[src/hdl/assert_macros.svh]
// ---------------------------------------------------------------------------
// Assertion macros
// Shared concurrent assertion forms for the block's RTL.
// ---------------------------------------------------------------------------
`ifndef ASSERT_MACROS_SVH
`define ASSERT_MACROS_SVH

// Property must hold at every clock edge outside reset.
`define ASSERT_ALWAYS(label, clk, rst_n, prop) \
  label: assert property (@(posedge clk) disable iff (!rst_n) (prop)) \
    else $error("assertion failed");

// Consequent must hold in the cycle after the antecedent.
`define ASSERT_NEXT(label, clk, rst_n, ante, cons) \
  label: assert property (@(posedge clk) disable iff (!rst_n) (ante) |=> (cons)) \
    else $error("assertion failed");

`endif

[src/hdl/hrisf_pkg.sv]
// ---------------------------------------------------------------------------
// hrisf_pkg
// Widths, constants and control types of the heart rate interval filter.
// ---------------------------------------------------------------------------
package hrisf_pkg;

  localparam int IntervalBits = 14;
  localparam int CountBits    = (IntervalBits < 14) ? IntervalBits : 14;

  localparam int ByteW     = 8;
  localparam int SampleW   = 18;
  localparam int IntervalW = 17;
  localparam int RateW     = 13;

  localparam int NumW  = 26;
  localparam int ScaleW = 13;
  localparam logic [NumW-1:0]   RateNumerator = 26'd60000000;
  localparam logic [ScaleW-1:0] RateScale     = 13'd7789;

  localparam int ProdW    = CountBits + ScaleW;
  localparam int DivSteps = RateW;
  localparam int DshiftW  = ProdW + DivSteps - 1;
  localparam int StepCntW = $clog2(DivSteps);

  typedef enum logic [3:0] {
    StIdle = 4'b0001,
    StMul  = 4'b0010,
    StDiv  = 4'b0100,
    StDone = 4'b1000
  } state_e;

  typedef struct packed {
    logic load;
    logic mul;
    logic step;
    logic finish;
  } cmd_t;

  typedef struct packed {
    logic out_valid;
  } status_t;

endpackage

[src/hdl/hrisf_if.sv]
// ---------------------------------------------------------------------------
// hrisf_in_if / hrisf_out_if
// Valid/ready channels for input requests and result requests.
// ---------------------------------------------------------------------------
interface hrisf_in_if;
  logic                        valid;
  logic                        ready;
  logic [hrisf_pkg::ByteW-1:0] ecg_byte_high;
  logic [hrisf_pkg::ByteW-1:0] ecg_byte_middle;
  logic [hrisf_pkg::ByteW-1:0] ecg_byte_low;
  logic [hrisf_pkg::ByteW-1:0] interval_byte_high;
  logic [hrisf_pkg::ByteW-1:0] interval_byte_low;

  modport source (
    output valid, ecg_byte_high, ecg_byte_middle, ecg_byte_low,
           interval_byte_high, interval_byte_low,
    input  ready
  );
  modport sink (
    input  valid, ecg_byte_high, ecg_byte_middle, ecg_byte_low,
           interval_byte_high, interval_byte_low,
    output ready
  );
endinterface

interface hrisf_out_if;
  logic                                   valid;
  logic                                   ready;
  logic signed [hrisf_pkg::SampleW-1:0]   ecg_sample;
  logic        [hrisf_pkg::IntervalW-1:0] interval_raw_ms;
  logic        [hrisf_pkg::RateW-1:0]     rate_raw_bpm;
  logic        [hrisf_pkg::IntervalW-1:0] interval_smoothed_ms;
  logic        [hrisf_pkg::RateW-1:0]     rate_smoothed_bpm;

  modport source (
    output valid, ecg_sample, interval_raw_ms, rate_raw_bpm,
           interval_smoothed_ms, rate_smoothed_bpm,
    input  ready
  );
  modport sink (
    input  valid, ecg_sample, interval_raw_ms, rate_raw_bpm,
           interval_smoothed_ms, rate_smoothed_bpm,
    output ready
  );
endinterface

[src/hdl/hrisf_ctrl.sv]
// ---------------------------------------------------------------------------
// hrisf_ctrl
// Sequencer for capture, divisor product, rate division and result hand-off.
// ---------------------------------------------------------------------------
`include "assert_macros.svh"

module hrisf_ctrl (
  input  logic               clk_i,
  input  logic               rst_ni,
  input  logic               in_valid_i,
  output logic               in_ready_o,
  input  logic               out_ready_i,
  input  hrisf_pkg::status_t status_i,
  output hrisf_pkg::cmd_t    cmd_o
);

  hrisf_pkg::state_e                 state_q, state_d;
  logic [hrisf_pkg::StepCntW-1:0]    step_q, step_d;

  always_comb begin
    state_d    = state_q;
    step_d     = step_q;
    cmd_o      = '0;
    in_ready_o = 1'b0;
    unique case (state_q)
      hrisf_pkg::StIdle: begin
        in_ready_o = 1'b1;
        if (in_valid_i) begin
          cmd_o.load = 1'b1;
          state_d    = hrisf_pkg::StMul;
        end
      end
      hrisf_pkg::StMul: begin
        cmd_o.mul = 1'b1;
        step_d    = hrisf_pkg::StepCntW'(hrisf_pkg::DivSteps - 1);
        state_d   = hrisf_pkg::StDiv;
      end
      hrisf_pkg::StDiv: begin
        cmd_o.step = 1'b1;
        step_d     = step_q - 1'b1;
        if (step_q == '0) begin
          state_d = hrisf_pkg::StDone;
        end
      end
      hrisf_pkg::StDone: begin
        if (!status_i.out_valid || out_ready_i) begin
          cmd_o.finish = 1'b1;
          state_d      = hrisf_pkg::StIdle;
        end
      end
      default: begin
        state_d = hrisf_pkg::StIdle;
      end
    endcase
  end

  always_ff @(posedge clk_i or negedge rst_ni) begin
    if (!rst_ni) begin
      state_q <= hrisf_pkg::StIdle;
      step_q  <= '0;
    end else begin
      state_q <= state_d;
      step_q  <= step_d;
    end
  end

  `ASSERT_ALWAYS(a_finish_room, clk_i, rst_ni,
                 !cmd_o.finish || !status_i.out_valid || out_ready_i)
  `ASSERT_NEXT(a_accept_to_mul, clk_i, rst_ni,
               in_valid_i && in_ready_o, state_q == hrisf_pkg::StMul)
  `ASSERT_NEXT(a_div_end, clk_i, rst_ni,
               state_q == hrisf_pkg::StDiv && step_q == '0,
               state_q == hrisf_pkg::StDone)

endmodule

[src/hdl/hrisf_dpath.sv]
// ---------------------------------------------------------------------------
// hrisf_dpath
// Sample assembly, restoring rate divider, slew state and result register.
// ---------------------------------------------------------------------------
module hrisf_dpath (
  input  logic               clk_i,
  input  logic               rst_ni,
  input  hrisf_pkg::cmd_t    cmd_i,
  output hrisf_pkg::status_t status_o,
  hrisf_in_if.sink           in_i,
  hrisf_out_if.source        out_o
);

  logic [hrisf_pkg::SampleW-1:0]   sample_q;
  logic [hrisf_pkg::CountBits-1:0] count_q;
  logic [hrisf_pkg::DshiftW-1:0]   dshift_q;
  logic [hrisf_pkg::NumW-1:0]      rem_q;
  logic [hrisf_pkg::RateW-1:0]     quo_q;

  logic                            seen_q;
  logic [hrisf_pkg::RateW-1:0]     prev_rate_q, prev_rate_d;
  logic [hrisf_pkg::IntervalW-1:0] prev_int_q, prev_int_d;

  logic                                   out_valid_q;
  logic signed [hrisf_pkg::SampleW-1:0]   o_sample_q;
  logic        [hrisf_pkg::IntervalW-1:0] o_int_raw_q;
  logic        [hrisf_pkg::RateW-1:0]     o_rate_raw_q;

  logic [15:0]                     rr_word;
  logic [hrisf_pkg::ProdW-1:0]     prod;
  logic                            ge;
  logic [hrisf_pkg::RateW-1:0]     rate_raw;
  logic [hrisf_pkg::IntervalW-1:0] int_raw;

  assign rr_word = {in_i.interval_byte_high, in_i.interval_byte_low};
  assign prod    = hrisf_pkg::ProdW'(count_q) * hrisf_pkg::ProdW'(hrisf_pkg::RateScale);
  assign ge      = hrisf_pkg::DshiftW'(rem_q) >= dshift_q;

  assign rate_raw = (count_q == '0) ? '0 : quo_q;
  assign int_raw  = hrisf_pkg::IntervalW'({count_q, 3'b000});

  always_comb begin
    prev_rate_d = rate_raw;
    prev_int_d  = int_raw;
    if (seen_q) begin
      prev_rate_d = prev_rate_q;
      if (rate_raw > prev_rate_q) begin
        prev_rate_d = prev_rate_q + 1'b1;
      end else if (rate_raw < prev_rate_q) begin
        prev_rate_d = prev_rate_q - 1'b1;
      end
      prev_int_d = prev_int_q;
      if (int_raw > prev_int_q) begin
        prev_int_d = prev_int_q + 1'b1;
      end else if (int_raw < prev_int_q) begin
        prev_int_d = prev_int_q - 1'b1;
      end
    end
  end

  always_ff @(posedge clk_i) begin
    if (cmd_i.load) begin
      sample_q <= {in_i.ecg_byte_high, in_i.ecg_byte_middle, in_i.ecg_byte_low[7:6]};
      count_q  <= rr_word[hrisf_pkg::CountBits+1:2];
    end
    if (cmd_i.mul) begin
      dshift_q <= {prod, {(hrisf_pkg::DivSteps-1){1'b0}}};
      rem_q    <= hrisf_pkg::RateNumerator;
    end
    if (cmd_i.step) begin
      dshift_q <= dshift_q >> 1;
      quo_q    <= {quo_q[hrisf_pkg::RateW-2:0], ge};
      if (ge) begin
        rem_q <= rem_q - dshift_q[hrisf_pkg::NumW-1:0];
      end
    end
    if (cmd_i.finish) begin
      o_sample_q   <= sample_q;
      o_int_raw_q  <= int_raw;
      o_rate_raw_q <= rate_raw;
    end
  end

  always_ff @(posedge clk_i or negedge rst_ni) begin
    if (!rst_ni) begin
      seen_q      <= 1'b0;
      prev_rate_q <= '0;
      prev_int_q  <= '0;
      out_valid_q <= 1'b0;
    end else begin
      if (cmd_i.finish) begin
        seen_q      <= 1'b1;
        prev_rate_q <= prev_rate_d;
        prev_int_q  <= prev_int_d;
        out_valid_q <= 1'b1;
      end else if (out_o.ready) begin
        out_valid_q <= 1'b0;
      end
    end
  end

  assign status_o.out_valid       = out_valid_q;
  assign out_o.valid              = out_valid_q;
  assign out_o.ecg_sample         = o_sample_q;
  assign out_o.interval_raw_ms    = o_int_raw_q;
  assign out_o.rate_raw_bpm       = o_rate_raw_q;
  assign out_o.interval_smoothed_ms = prev_int_q;
  assign out_o.rate_smoothed_bpm  = prev_rate_q;

endmodule

[src/hdl/heart_rate_interval_slew_filter_core.sv]
// ---------------------------------------------------------------------------
// heart_rate_interval_slew_filter_core
// ECG sample assembly with heart rate and interval slew filtering.
// ---------------------------------------------------------------------------
// Input requests carry three ECG FIFO bytes and two R-to-R bytes on in_i;
// each produces exactly one result request on out_o with the signed sample,
// the raw interval (count times eight), the raw rate 60000000/(count*7789)
// and the slew-limited interval and rate.
// An accepted request first has its divisor product formed, then passes
// through the restoring divider, one quotient bit per cycle, and then
// loads the result register. A new request is accepted only once that
// result has been loaded and the block is back in its idle state.
// The result register lets the next request be accepted and worked on while
// a result waits; if the receiver still stalls when the next result is
// ready, the block holds it and accepts nothing further until out_o drains.
// Reset clears the handshake state and the slew state, so the first request
// after reset loads the smoothed outputs from the raw values.
// ---------------------------------------------------------------------------
module heart_rate_interval_slew_filter_core (
  input  logic        clk_i,
  input  logic        rst_ni,
  hrisf_in_if.sink    in_i,
  hrisf_out_if.source out_o
);

  hrisf_pkg::cmd_t    cmd;
  hrisf_pkg::status_t status;

  hrisf_ctrl u_ctrl (
    .clk_i       (clk_i),
    .rst_ni      (rst_ni),
    .in_valid_i  (in_i.valid),
    .in_ready_o  (in_i.ready),
    .out_ready_i (out_o.ready),
    .status_i    (status),
    .cmd_o       (cmd)
  );

  hrisf_dpath u_dpath (
    .clk_i    (clk_i),
    .rst_ni   (rst_ni),
    .cmd_i    (cmd),
    .status_o (status),
    .in_i     (in_i),
    .out_o    (out_o)
  );

endmodule

[src/flat_wrapper.sv]
// flat-port wrapper written by rule: the top's interface ports become plain ports
module heart_rate_interval_slew_filter_core_flat 
  (clk_i, rst_ni, in_i_valid, in_i_ecg_byte_high, in_i_ecg_byte_middle, in_i_ecg_byte_low, in_i_interval_byte_high, in_i_interval_byte_low, in_i_ready, out_o_valid, out_o_ecg_sample, out_o_interval_raw_ms, out_o_rate_raw_bpm, out_o_interval_smoothed_ms, out_o_rate_smoothed_bpm, out_o_ready);
  hrisf_in_if in_i_i ();
  hrisf_out_if out_o_i ();
  input  logic clk_i;
  input  logic rst_ni;
  input wire logic [$bits(in_i_i.valid)-1:0] in_i_valid;
  input wire logic [$bits(in_i_i.ecg_byte_high)-1:0] in_i_ecg_byte_high;
  input wire logic [$bits(in_i_i.ecg_byte_middle)-1:0] in_i_ecg_byte_middle;
  input wire logic [$bits(in_i_i.ecg_byte_low)-1:0] in_i_ecg_byte_low;
  input wire logic [$bits(in_i_i.interval_byte_high)-1:0] in_i_interval_byte_high;
  input wire logic [$bits(in_i_i.interval_byte_low)-1:0] in_i_interval_byte_low;
  output wire logic [$bits(in_i_i.ready)-1:0] in_i_ready;
  output wire logic [$bits(out_o_i.valid)-1:0] out_o_valid;
  output wire logic [$bits(out_o_i.ecg_sample)-1:0] out_o_ecg_sample;
  output wire logic [$bits(out_o_i.interval_raw_ms)-1:0] out_o_interval_raw_ms;
  output wire logic [$bits(out_o_i.rate_raw_bpm)-1:0] out_o_rate_raw_bpm;
  output wire logic [$bits(out_o_i.interval_smoothed_ms)-1:0] out_o_interval_smoothed_ms;
  output wire logic [$bits(out_o_i.rate_smoothed_bpm)-1:0] out_o_rate_smoothed_bpm;
  input wire logic [$bits(out_o_i.ready)-1:0] out_o_ready;
  assign in_i_i.valid = in_i_valid;
  assign in_i_i.ecg_byte_high = in_i_ecg_byte_high;
  assign in_i_i.ecg_byte_middle = in_i_ecg_byte_middle;
  assign in_i_i.ecg_byte_low = in_i_ecg_byte_low;
  assign in_i_i.interval_byte_high = in_i_interval_byte_high;
  assign in_i_i.interval_byte_low = in_i_interval_byte_low;
  assign in_i_ready = in_i_i.ready;
  assign out_o_valid = out_o_i.valid;
  assign out_o_ecg_sample = out_o_i.ecg_sample;
  assign out_o_interval_raw_ms = out_o_i.interval_raw_ms;
  assign out_o_rate_raw_bpm = out_o_i.rate_raw_bpm;
  assign out_o_interval_smoothed_ms = out_o_i.interval_smoothed_ms;
  assign out_o_rate_smoothed_bpm = out_o_i.rate_smoothed_bpm;
  assign out_o_i.ready = out_o_ready;
  heart_rate_interval_slew_filter_core u_core (.clk_i(clk_i), .rst_ni(rst_ni), .in_i(in_i_i), .out_o(out_o_i));
endmodule
[config.mk]
export PLATFORM = sky130hd
export DESIGN_NAME = heart_rate_interval_slew_filter_core_flat
export DESIGN_NICKNAME = d
export VERILOG_FILES = /design/src/hdl/hrisf_pkg.sv /design/src/hdl/hrisf_if.sv /design/src/hdl/hrisf_ctrl.sv /design/src/hdl/hrisf_dpath.sv /design/src/hdl/heart_rate_interval_slew_filter_core.sv /design/src/flat_wrapper.sv
export VERILOG_INCLUDE_DIRS = /design/src /design/src/hdl
export SDC_FILE = /design/constraint.sdc
export NUM_CORES = 1
export LEC_CHECK = 0
export BUFFER_PORTS_ARGS = -buffer_cell sky130_fd_sc_hd__buf_2
export CAP_MARGIN = 30
export CORE_MARGIN = 4
export CORE_UTILIZATION = 45
export DETAILED_ROUTE_END_ITERATION = 16
export GPL_TIMING_DRIVEN = 1
export RECOVER_POWER = 50
export SLEW_MARGIN = 0
export SYNTH_ARGS = -nofsm -noshare
export SYNTH_HDL_FRONTEND = slang
export SYNTH_SLANG_ARGS = --single-unit
[constraint.sdc]
create_clock -name clk_i -period 7.1 [get_ports clk_i]
set_input_delay 0.355 -clock clk_i [delete_from_list [all_inputs] [get_ports clk_i]]
set_output_delay 0.355 -clock clk_i [all_outputs]
set_load 0.005 [all_outputs]
== Word-level counts from Yosys, hierarchy flattened ==
Cells that the tools add are included.
Operators by class
  $add $sub $neg: 6
  multipliers: 1
  order comparisons: 5
  eq/ne operators: 9
  multiplexer cells: 26
  reduce and logical (&&, ||, !) cells: 10
Operators by type and width (number)
  two-way mux 26 bit: 3
  two-way mux 38 bit: 2
  two-way mux 13 bit: 4
  two-way mux 17 bit: 3
  >= comparator 26 x 39 -> 1 bit: 1
  multiplier 14 x 13 -> 27 bit (second input constant): 1
  subtractor 26 bit: 1
  adder 17 x 1 -> 17 bit (second input constant): 1
  greater-than comparator 17 bit: 1
  less-than comparator 17 bit: 1
  subtractor 17 x 1 -> 17 bit (second input constant): 1
  one-hot mux 4 bit (4 select lines): 1
  zero test 14 bit: 1
  adder 13 x 1 -> 13 bit (second input constant): 1
  greater-than comparator 13 bit: 1
  less-than comparator 13 bit: 1
  subtractor 13 x 1 -> 13 bit (second input constant): 1
  two-way mux 4 bit: 3
  two-way mux 1 bit: 9
  one-hot mux 4 bit (2 select lines): 1
  inequality test 2 bit (second input constant): 3
  inequality test 3 x 1 -> 1 bit (second input constant): 2
  nonzero test 2 bit: 3
  equality test 4 x 1 -> 1 bit (second input constant): 1
  9 further kinds: 10
Storage, ports and cells
  register bits after elaboration: 195
  bits of input ports: 44
  logic and storage cells: 72

== Longest topological paths before layout ==
Gate-level depths: netlist of run 1.
  word-level depth: 6
  gate-level depth with buffers: 23
  gate-level depth less buffers: 22

== Worst setup path after synthesis of run 1 ==
OpenSTA, ideal clock, no wires.
  kind: register to register
  start point: register u_core.u_dpath.count_q[4] (netlist bit)
  end point: register u_core.u_dpath.dshift_q[37] (netlist bit), data pin
  library setup time: 0.267 ns
  data arrival time: 5.385 ns
  required time: 6.833 ns
  slack: 1.448 ns
  stages on the path, launching flop included: 20
  path through: edfxtp_1 inv_1 fa_1 inv_1 fa_1 inv_1 fa_1 fa_1 fa_1 inv_1 ha_1 a21o_1 or3_1 a211oi_1 o31ai_1 o41ai_1 o21bai_1 a21o_1 xnor2_1 o21ai_0
Between the ends
  cells in the longest elaborated chain, start to end: 3
Ends and longest elaborated chain
  start: declaration: line hrisf_dpath.sv:15  | logic [hrisf_pkg::CountBits-1:0] count_q;
  start signal: assignment: line hrisf_dpath.sv:64  | count_q <= rr_word[hrisf_pkg::CountBits+1:2];
  multiplier 14 x 13 -> 27 bit: line hrisf_dpath.sv:36  | assign prod = hrisf_pkg::ProdW'(count_q) * hrisf_pkg::ProdW'(hrisf_pkg::RateScale);
  two-way mux 38 bit: line hrisf_dpath.sv:66  | if (cmd_i.mul) begin
  two-way mux 38 bit: line hrisf_dpath.sv:70  | if (cmd_i.step) begin
  end signal: assignment: line hrisf_dpath.sv:67  | dshift_q <= {prod, {(hrisf_pkg::DivSteps-1){1'b0}}};
  end signal: assignment: line hrisf_dpath.sv:71  | dshift_q <= dshift_q >> 1;
  end: declaration: line hrisf_dpath.sv:16  | logic [hrisf_pkg::DshiftW-1:0] dshift_q;
Every way passes these cells. The select of a mux whose other input is x is not followed.
A chain may end at the register's enable or synchronous reset.

== Final worst setup path of run 1 ==
  start point: register u_core.u_dpath.count_q[3] (netlist bit)
  end point: register u_core.u_dpath.dshift_q[37] (netlist bit), data pin
The elaborated chain is that of the path after synthesis.

==> impl_results.md, run 1 <==
* Run status: finished, violations left
* Failing checks: capacitance limit, slew limit
* CTS buffer count at 17
* Die H at around 180 microns
* Die area at roughly 34000 sq um
* Clock Pin Slew Worst Setup and Hold Paths at 80 ps
* Post-route DRC at 0
* Critical path depth at 20
* CTS HTree Levels at 4
* Worst path max stage delay at roughly 580 ps
* Fin crit share at 0.9007
* Gpl congestion at ~0.83
* Post-Syn Instances at 1354
* Crit path from: u_core.u_dpath.count_q[3]$_DFFE_PP_
* Hold buffer count at cts at 1
* Starting DRT DRC Count at ~420
* Seq. cell area at ~5400 sq um
* Worst Max-Slew Pin Slew at about 2500 ps
* Max_slew headroom at -0.6494
* YS warnings at 0
* First-pass GRT wire length at 49270 microns
* Most used cell, CP: fa_1
* Hold Path Depth at 1
* Total GRT Usage at 0.1801
* Gr ovfl total at 0
* Core box area at 30670 sq um
* Wire per inst at between 15 and 20 microns
* Number of synthesized flops with an enable pin at approximately 130
* Worst-Skew Late Latency at between 400 and 500 ps
* Slowest cell on crit path: fa_1
* Multi-input logic area at between 7000 and 8000 sq um
* TNS Setup at 0 ps
* Finish-stage setup viols at 0
* RSZ-0062 raised after global routing: false
* Initial antenna violation count at 1
* Routed vias/inst at between 5 and 6
* Drt total wl at 29510 microns
* Worst path top cell family by delay: adder cells
* DRT Pass-1 Iters at 5
* R2r worst-path depth at 20
* Top cells by area, synth: edfxtp_1 (27%), ha_1 (15%), fa_1 (11%)
* Most frequent cells in the layout: inv_1 (214), ha_1 (172), edfxtp_1 (128), nor2_1 (97), a21oi_1 (93)
* Reg2reg setup slack at between 700 and 800 ps
* Nets at between 1500 and 2000
* Clock root buffer: clkbuf_16
* Largest net degree at the start of global routing at 47
* Crit Reg-Reg Startpoint: u_core.u_dpath.count_q[3]$_DFFE_PP_
* CTS resizes at 0
* Top Ports at between 100 and 150
* DP HPWL at 22540 microns
* Fmax at 156.4 MHz
* Cell area after synthesis at between 10000 and 15000 sq um
* Critical Path AT at 6580 ps
* Initial cell density of the core at 0.4575
* Vias in the first global route at slightly below 10000
* Clock skew at 8.222 ps
* Final-report max-slew violation count at 86
* Setup Fix Bufs, Post-CTS at 0
* Max_cap viols at 2
* End of the critical path: u_core.u_dpath.dshift_q[37]$_DFFE_PN_
* FF+latch count, synth at around 200
* Async SR Flop Fraction at 0.2051
* Min Clock Period, post-route at between 6000 and 7000 ps
* Required @ worst endpoint at between 7000 and 8000 ps
* Post-synth top area share at 0.2739
* Worst-path cell chain: clkbuf_1 > inv_1 > fa_1 > inv_1 > fa_1 > inv_1 > fa_1 > fa_1 > fa_1 > inv_1 > ha_1 > a21o_1 > or3_1 > a211oi_1 > o31ai_1 > o41ai_1 > o21bai_1 > a21o_1 > xnor2_1 > o21ai_0
* Die Span X at about 180 microns
* Share of layout cells above drive strength 1 at 0.07780
* Worst-path fanout max at 8
* Hold Violations, Final at 0
* TritonCTS clock tree: yes
* Startpoint types: register
* Fillers at roughly 2900
* Crit Path Category: reg -> reg
* Post-route ant nets at 0
* Post-synth cell types at between 60 and 70
* Syn Area/Cell at between 10 and 15 sq um
* Most common cell after layout, fill and taps aside: inv_1
* CTS Buffer Depth at 2
* Reg2reg end: u_core.u_dpath.dshift_q[37]$_DFFE_PN_
* Ys flop type: edfxtp_1
* Area Overhead vs Synth at 11.49%
* Routed vias at 9801
* Crit. End Element: register
* Seq/Total Area, Yosys at 0.3839
* Crit path buf inv count at 5
* Site row count at 64
* CTS sink count at ~200
* Hold crit path type: in -> reg
* Largest area contributor in the netlist: edfxtp_1
* IO Port Bufs at around 110
## cell families (layout without fill, tap and decap cells)
kind of cell,after synthesis,after routing,synth area share
and+or+nand+nor,282,282,0.09612
AOI/OAI and AO/OA,285,285,0.1242
other,1,4,0.0002672
buffers and inverters,246,381,0.06678
adders and majority gates,252,252,0.2675
xor gates and xnor gates,63,63,0.03932
muxes,30,30,0.02193
DFF,195,195,0.3839
## metal layers
metal / GRT usage / up-vias / share of wire
met1: 0.2543 / 4751 / 0.48
li1: - / 4907 / -
met5: 0 / - / 0
met2: 0.2897 / 114 / 0.47
met3: 0.03375 / 29 / 0.033
met4: 0.04230 / 0 / 0.013
## final cells by class
cell class              count  share of cell area
inverters                 214             0.05134
diodes                      1           0.0001599
multi-input cells         915              0.4949
clock inverters            15             0.01024
well taps                 396             0.03167
flip-flops and latches    195              0.3444
repair buffers            135             0.04015
clock buffers              17             0.02719
## synth_stat cells (3+ instances only)
| master | count |
|---|---|
| mux2i_1 | 24 |
| xor2_1 | 25 |
| nor3_1 | 12 |
| o31ai_1 | 4 |
| dfxtp_1 | 27 |
| a21o_1 | 42 |
| a211o_1 | 6 |
| nand2b_1 | 11 |
| and2_1 | 15 |
| a211oi_1 | 8 |
| nand4_1 | 12 |
| nand3_1 | 37 |
| dfrtp_1 | 39 |
| o21bai_1 | 6 |
| a31oi_1 | 13 |
| o22ai_1 | 5 |
| nor2_1 | 97 |
| buf_4 | 3 |
| o21a_1 | 8 |
| nand3b_1 | 5 |
| nand2_1 | 59 |
| nor4_1 | 4 |
| o21ai_0 | 75 |
| and3_1 | 5 |
| nor4b_1 | 4 |
| ha_1 | 172 |
| xnor2_1 | 38 |
| a21oi_1 | 94 |
| clkbuf_1 | 26 |
| edfxtp_1 | 128 |
| mux2_2 | 6 |
| nor2b_1 | 9 |
| inv_1 | 214 |
| fa_1 | 80 |
## how the worst min path moves through the flow
stage	start	to	slack, ps
after floorplan	rst_ni	u_core.u_ctrl.state_q[1]$_DFFE_PN0P_	60
after global placement	u_core.u_dpath.sample_q[1]$_DFFE_PP_	u_core.u_dpath.out_o.ecg_sample[1]$_DFFE_PP_	400
after detailed placement	u_core.u_dpath.sample_q[4]$_DFFE_PP_	u_core.u_dpath.out_o.ecg_sample[4]$_DFFE_PP_	400
after CTS	in_i_ecg_byte_middle[3]	u_core.u_dpath.sample_q[5]$_DFFE_PP_	40
after global routing	in_i_ecg_byte_high[1]	u_core.u_dpath.sample_q[11]$_DFFE_PP_	40
final	in_i_ecg_byte_middle[2]	u_core.u_dpath.sample_q[4]$_DFFE_PP_	70
## flip-flops by register name, summed over array words and instances, names as in the netlist, 13 cells and up
register / count
u_core.u_dpath.dshift_q: 39
u_core.u_dpath.sample_q: 18
u_core.u_dpath.out_o.interval_raw_ms: 14
u_core.u_dpath.rem_q: 26
u_core.u_dpath.out_o.interval_smoothed_ms: 17
u_core.u_dpath.count_q: 14
u_core.u_dpath.out_o.rate_raw_bpm: 13
u_core.u_dpath.quo_q: 13
u_core.u_dpath.out_o.ecg_sample: 18
u_core.u_dpath.out_o.rate_smoothed_bpm: 13
## through the flow
step           hold WS, ps  worst slack, ps  utilization  cell area (sq um)  cells
3_3_place_gp         400.2            868.8       0.4939              15150   1853
3_5_place_dp         404.5            804.1       0.4945              15170   1854
4_1_cts              41.05            784.0       0.5140              15760   1887
5_1_grt              39.34            170.8       0.5101              15650   1888
2_1_floorplan        59.41             1448            -              14040   1356
6_report             68.55            704.8       0.5101              15650   1888
Power of run 1 is not shown: default switching activity piles up to over one toggle a cycle in this logic, so the estimate is an artifact.
==> inputs of run 2 (changes only) <==
--- a/config.mk
+++ b/config.mk
@@ -12,6 +12,7 @@
 export CORE_UTILIZATION = 45
 export DETAILED_ROUTE_END_ITERATION = 16
 export GPL_TIMING_DRIVEN = 1
+export MAX_ROUTING_LAYER = met4
 export RECOVER_POWER = 50
 export SLEW_MARGIN = 0
 export SYNTH_ARGS = -nofsm -noshare
==> run 2 against run 1 <==
  * The flow still finishes with violations (capacitance limit, slew limit)
  * Critical path depth stayed put
  * Via count is 0.26% higher
  * Routed wire length hardly changed
  * First-iteration DRC count is 0.48% higher
  * Final cell count stayed put
  * Flip-flop and latch count stayed put
  * Die area stayed put
  * Register-to-register slack hardly changed
  * Utilization stayed put
  * Highest routed layer unchanged
==> impl_results.md, run 2 (synthesized netlist as in run 1, its figures left out) <==
* Clock Pin Slew Worst Setup and Hold Paths at 80 ps (about the same)
* Hold buffer count at cts at 1 (unchanged)
* CTS Buffer Depth at 2 (unchanged)
* Post-route ant nets at 0 (unchanged)
* Fillers at 2872 (unchanged)
* Initial cell density of the core at 0.4575 (unchanged)
* Fmax at 156.3 MHz (about the same)
* First-pass GRT wire length at 49280 microns (about the same)
* TNS Setup at 0 ps (unchanged)
* Slowest cell on crit path: fa_1
* Hold Violations, Final at 0 (unchanged)
* IO Port Bufs at 112 (unchanged)
* Most common cell after layout, fill and taps aside: inv_1
* Vias in the first global route at 9785 (-0.13%)
* Worst-Skew Late Latency at 460 ps (about the same)
* Required @ worst endpoint at 7290 ps (about the same)
* Crit path buf inv count at 5 (unchanged)
* Share of layout cells above drive strength 1 at 0.07780 (unchanged)
* Clock root buffer: clkbuf_16
* Die H at 184.6 microns (unchanged)
* Max_cap viols at 2 (unchanged)
* Largest net degree at the start of global routing at 47 (unchanged)
* Failing checks: capacitance limit, slew limit
* CTS resizes at 0 (unchanged)
* Die area at 34070 sq um (unchanged)
* Place WS at 804.1 ps (unchanged)
* Setup ws final at 700.7 ps (-4.147 ps)
* RSZ-0062 raised after global routing: false
* Largest registers: u_core.u_dpath.dshift_q: 39 flops, u_core.u_dpath.rem_q: 26 flops
* Crit. End Element: register
* Worst-path cell chain: clkbuf_1 > inv_1 > fa_1 > inv_1 > fa_1 > inv_1 > fa_1 > fa_1 > fa_1 > inv_1 > ha_1 > a21o_1 > or3_1 > a211oi_1 > o31ai_1 > o41ai_1 > o21bai_1 > a21o_1 > xnor2_1 > o21ai_0
* DP HPWL at 22540 microns (unchanged)
* Core box area at 30670 sq um (unchanged)
* Largest register by flop count: u_core.u_dpath.dshift_q
* Fin crit share at 0.9013 (about the same)
* Max reg flops at 39 (unchanged)
* Post-route DRC at 0 (unchanged)
* Nets at 1774 (unchanged)
* Worst Max-Slew Pin Slew at 2481 ps (+6.786 ps)
* Initial antenna violation count at 1 (unchanged)
* Total GRT Usage at 0.1857 (+0.005661)
* CTS sink count at 195 (unchanged)
* Run status: finished, violations left
* Critical Path AT at 6590 ps (about the same)
* Clock skew at 8.502 ps (+0.2808 ps)
* Setup Fix Bufs, Post-CTS at 0 (unchanged)
* Startpoint types: register
* TritonCTS clock tree: yes
* Routed vias/inst at 5.204 (+0.26%)
* Finish-stage setup viols at 0 (unchanged)
* Area Overhead vs Synth at 11.49% (unchanged)
* Hold crit path type: in -> reg
* CTS HTree Levels at 4 (unchanged)
* Die Span X at 184.6 microns (unchanged)
* Wire per inst at 15.64 microns (about the same)
* DRT Pass-1 Iters at 5 (unchanged)
* Gr ovfl total at 0 (unchanged)
* Min Clock Period, post-route at 6399 ps (+4.147 ps)
* Worst-path fanout max at 8 (unchanged)
* Most used cell, CP: fa_1
* Gpl congestion at 0.8440 (+1.5%)
* Drt total wl at 29520 microns (about the same)
* Site row count at 64 (unchanged)
* Routed vias at 9826 (+0.26%)
* Crit Path Category: reg -> reg
* Most frequent cells in the layout: inv_1 (214), ha_1 (172), edfxtp_1 (128), nor2_1 (97), a21oi_1 (93)
* Final-report max-slew violation count at 86 (unchanged)
* Top Ports at 124 (unchanged)
* Starting DRT DRC Count at 421 (+0.48%)
* Max_slew headroom at -0.6540 (-0.004524)
* Worst path max stage delay at 580 ps (about the same)
* CTS buffer count at 17 (unchanged)
* Worst path top cell family by delay: adder cells
==> run 2: cell counts in the layout (fill, tap and decap cells not counted) <==
Identical to the previous run, type by type.
==> run 2: path summary, 6_finish.rpt <==
path / from / to / slack [ps] / depth (start not counted)
setup / recovery: u_core.u_dpath.count_q[3]$_DFFE_PP_ / u_core.u_dpath.dshift_q[37]$_DFFE_PN_ / 700 / 20
max in group asynchronous: rst_ni / u_core.u_dpath.seen_q$_DFFE_PN0P_ / 4220 / 3
setup reg to reg: u_core.u_dpath.count_q[3]$_DFFE_PP_ / u_core.u_dpath.dshift_q[37]$_DFFE_PN_ / 700 / 20
hold / removal: in_i_ecg_byte_middle[2] / u_core.u_dpath.sample_q[4]$_DFFE_PP_ / 70 / 1
min in group asynchronous: rst_ni / u_core.u_ctrl.step_q[3]$_DFFE_PN0N_ / 1280 / 3
hold reg to reg: u_core.u_dpath.sample_q[7]$_DFFE_PP_ / u_core.u_dpath.out_o.ecg_sample[7]$_DFFE_PP_ / 420 / 0
==> run 2: per-stage QoR <==
step                instance area (sq um)  utilization  std cells  hold slack, ps
finish                              15650       0.5101       1888           65.12
floorplan                           14040            -       1356           59.41
CTS                                 15760       0.5140       1887           41.05
global placement                    15150       0.4939       1853           400.2
detailed placement                  15170       0.4945       1854           404.5
global route                        15650       0.5101       1888           41.72
==> run 2: metal layers <==
metal | track usage | wire [microns] | up-vias
met3 | 0.03059 | 958 | 32
met2 | 0.2896 | 13910 | 121
met4 | 0.04584 | 410 | 0
met1 | 0.2556 | 14240 | 4764
met5 | - | 0 | -
li1 | - | - | 4909
==> run 2: final cells by class <==
type | instances | area (sq um) | share of cell area
sequential | 195 | 5388 | 0.3444
multi-input combinational | 915 | 7742 | 0.4949
inverter | 214 | 803.3 | 0.05134
antenna | 1 | 2.502 | 0.0001599
clock buffer | 17 | 425.4 | 0.02719
tap | 396 | 495.5 | 0.03167
timing repair buffer | 135 | 628.1 | 0.04015
clock inverter | 15 | 160.2 | 0.01024
Power of run 2 is left out for the same reason.
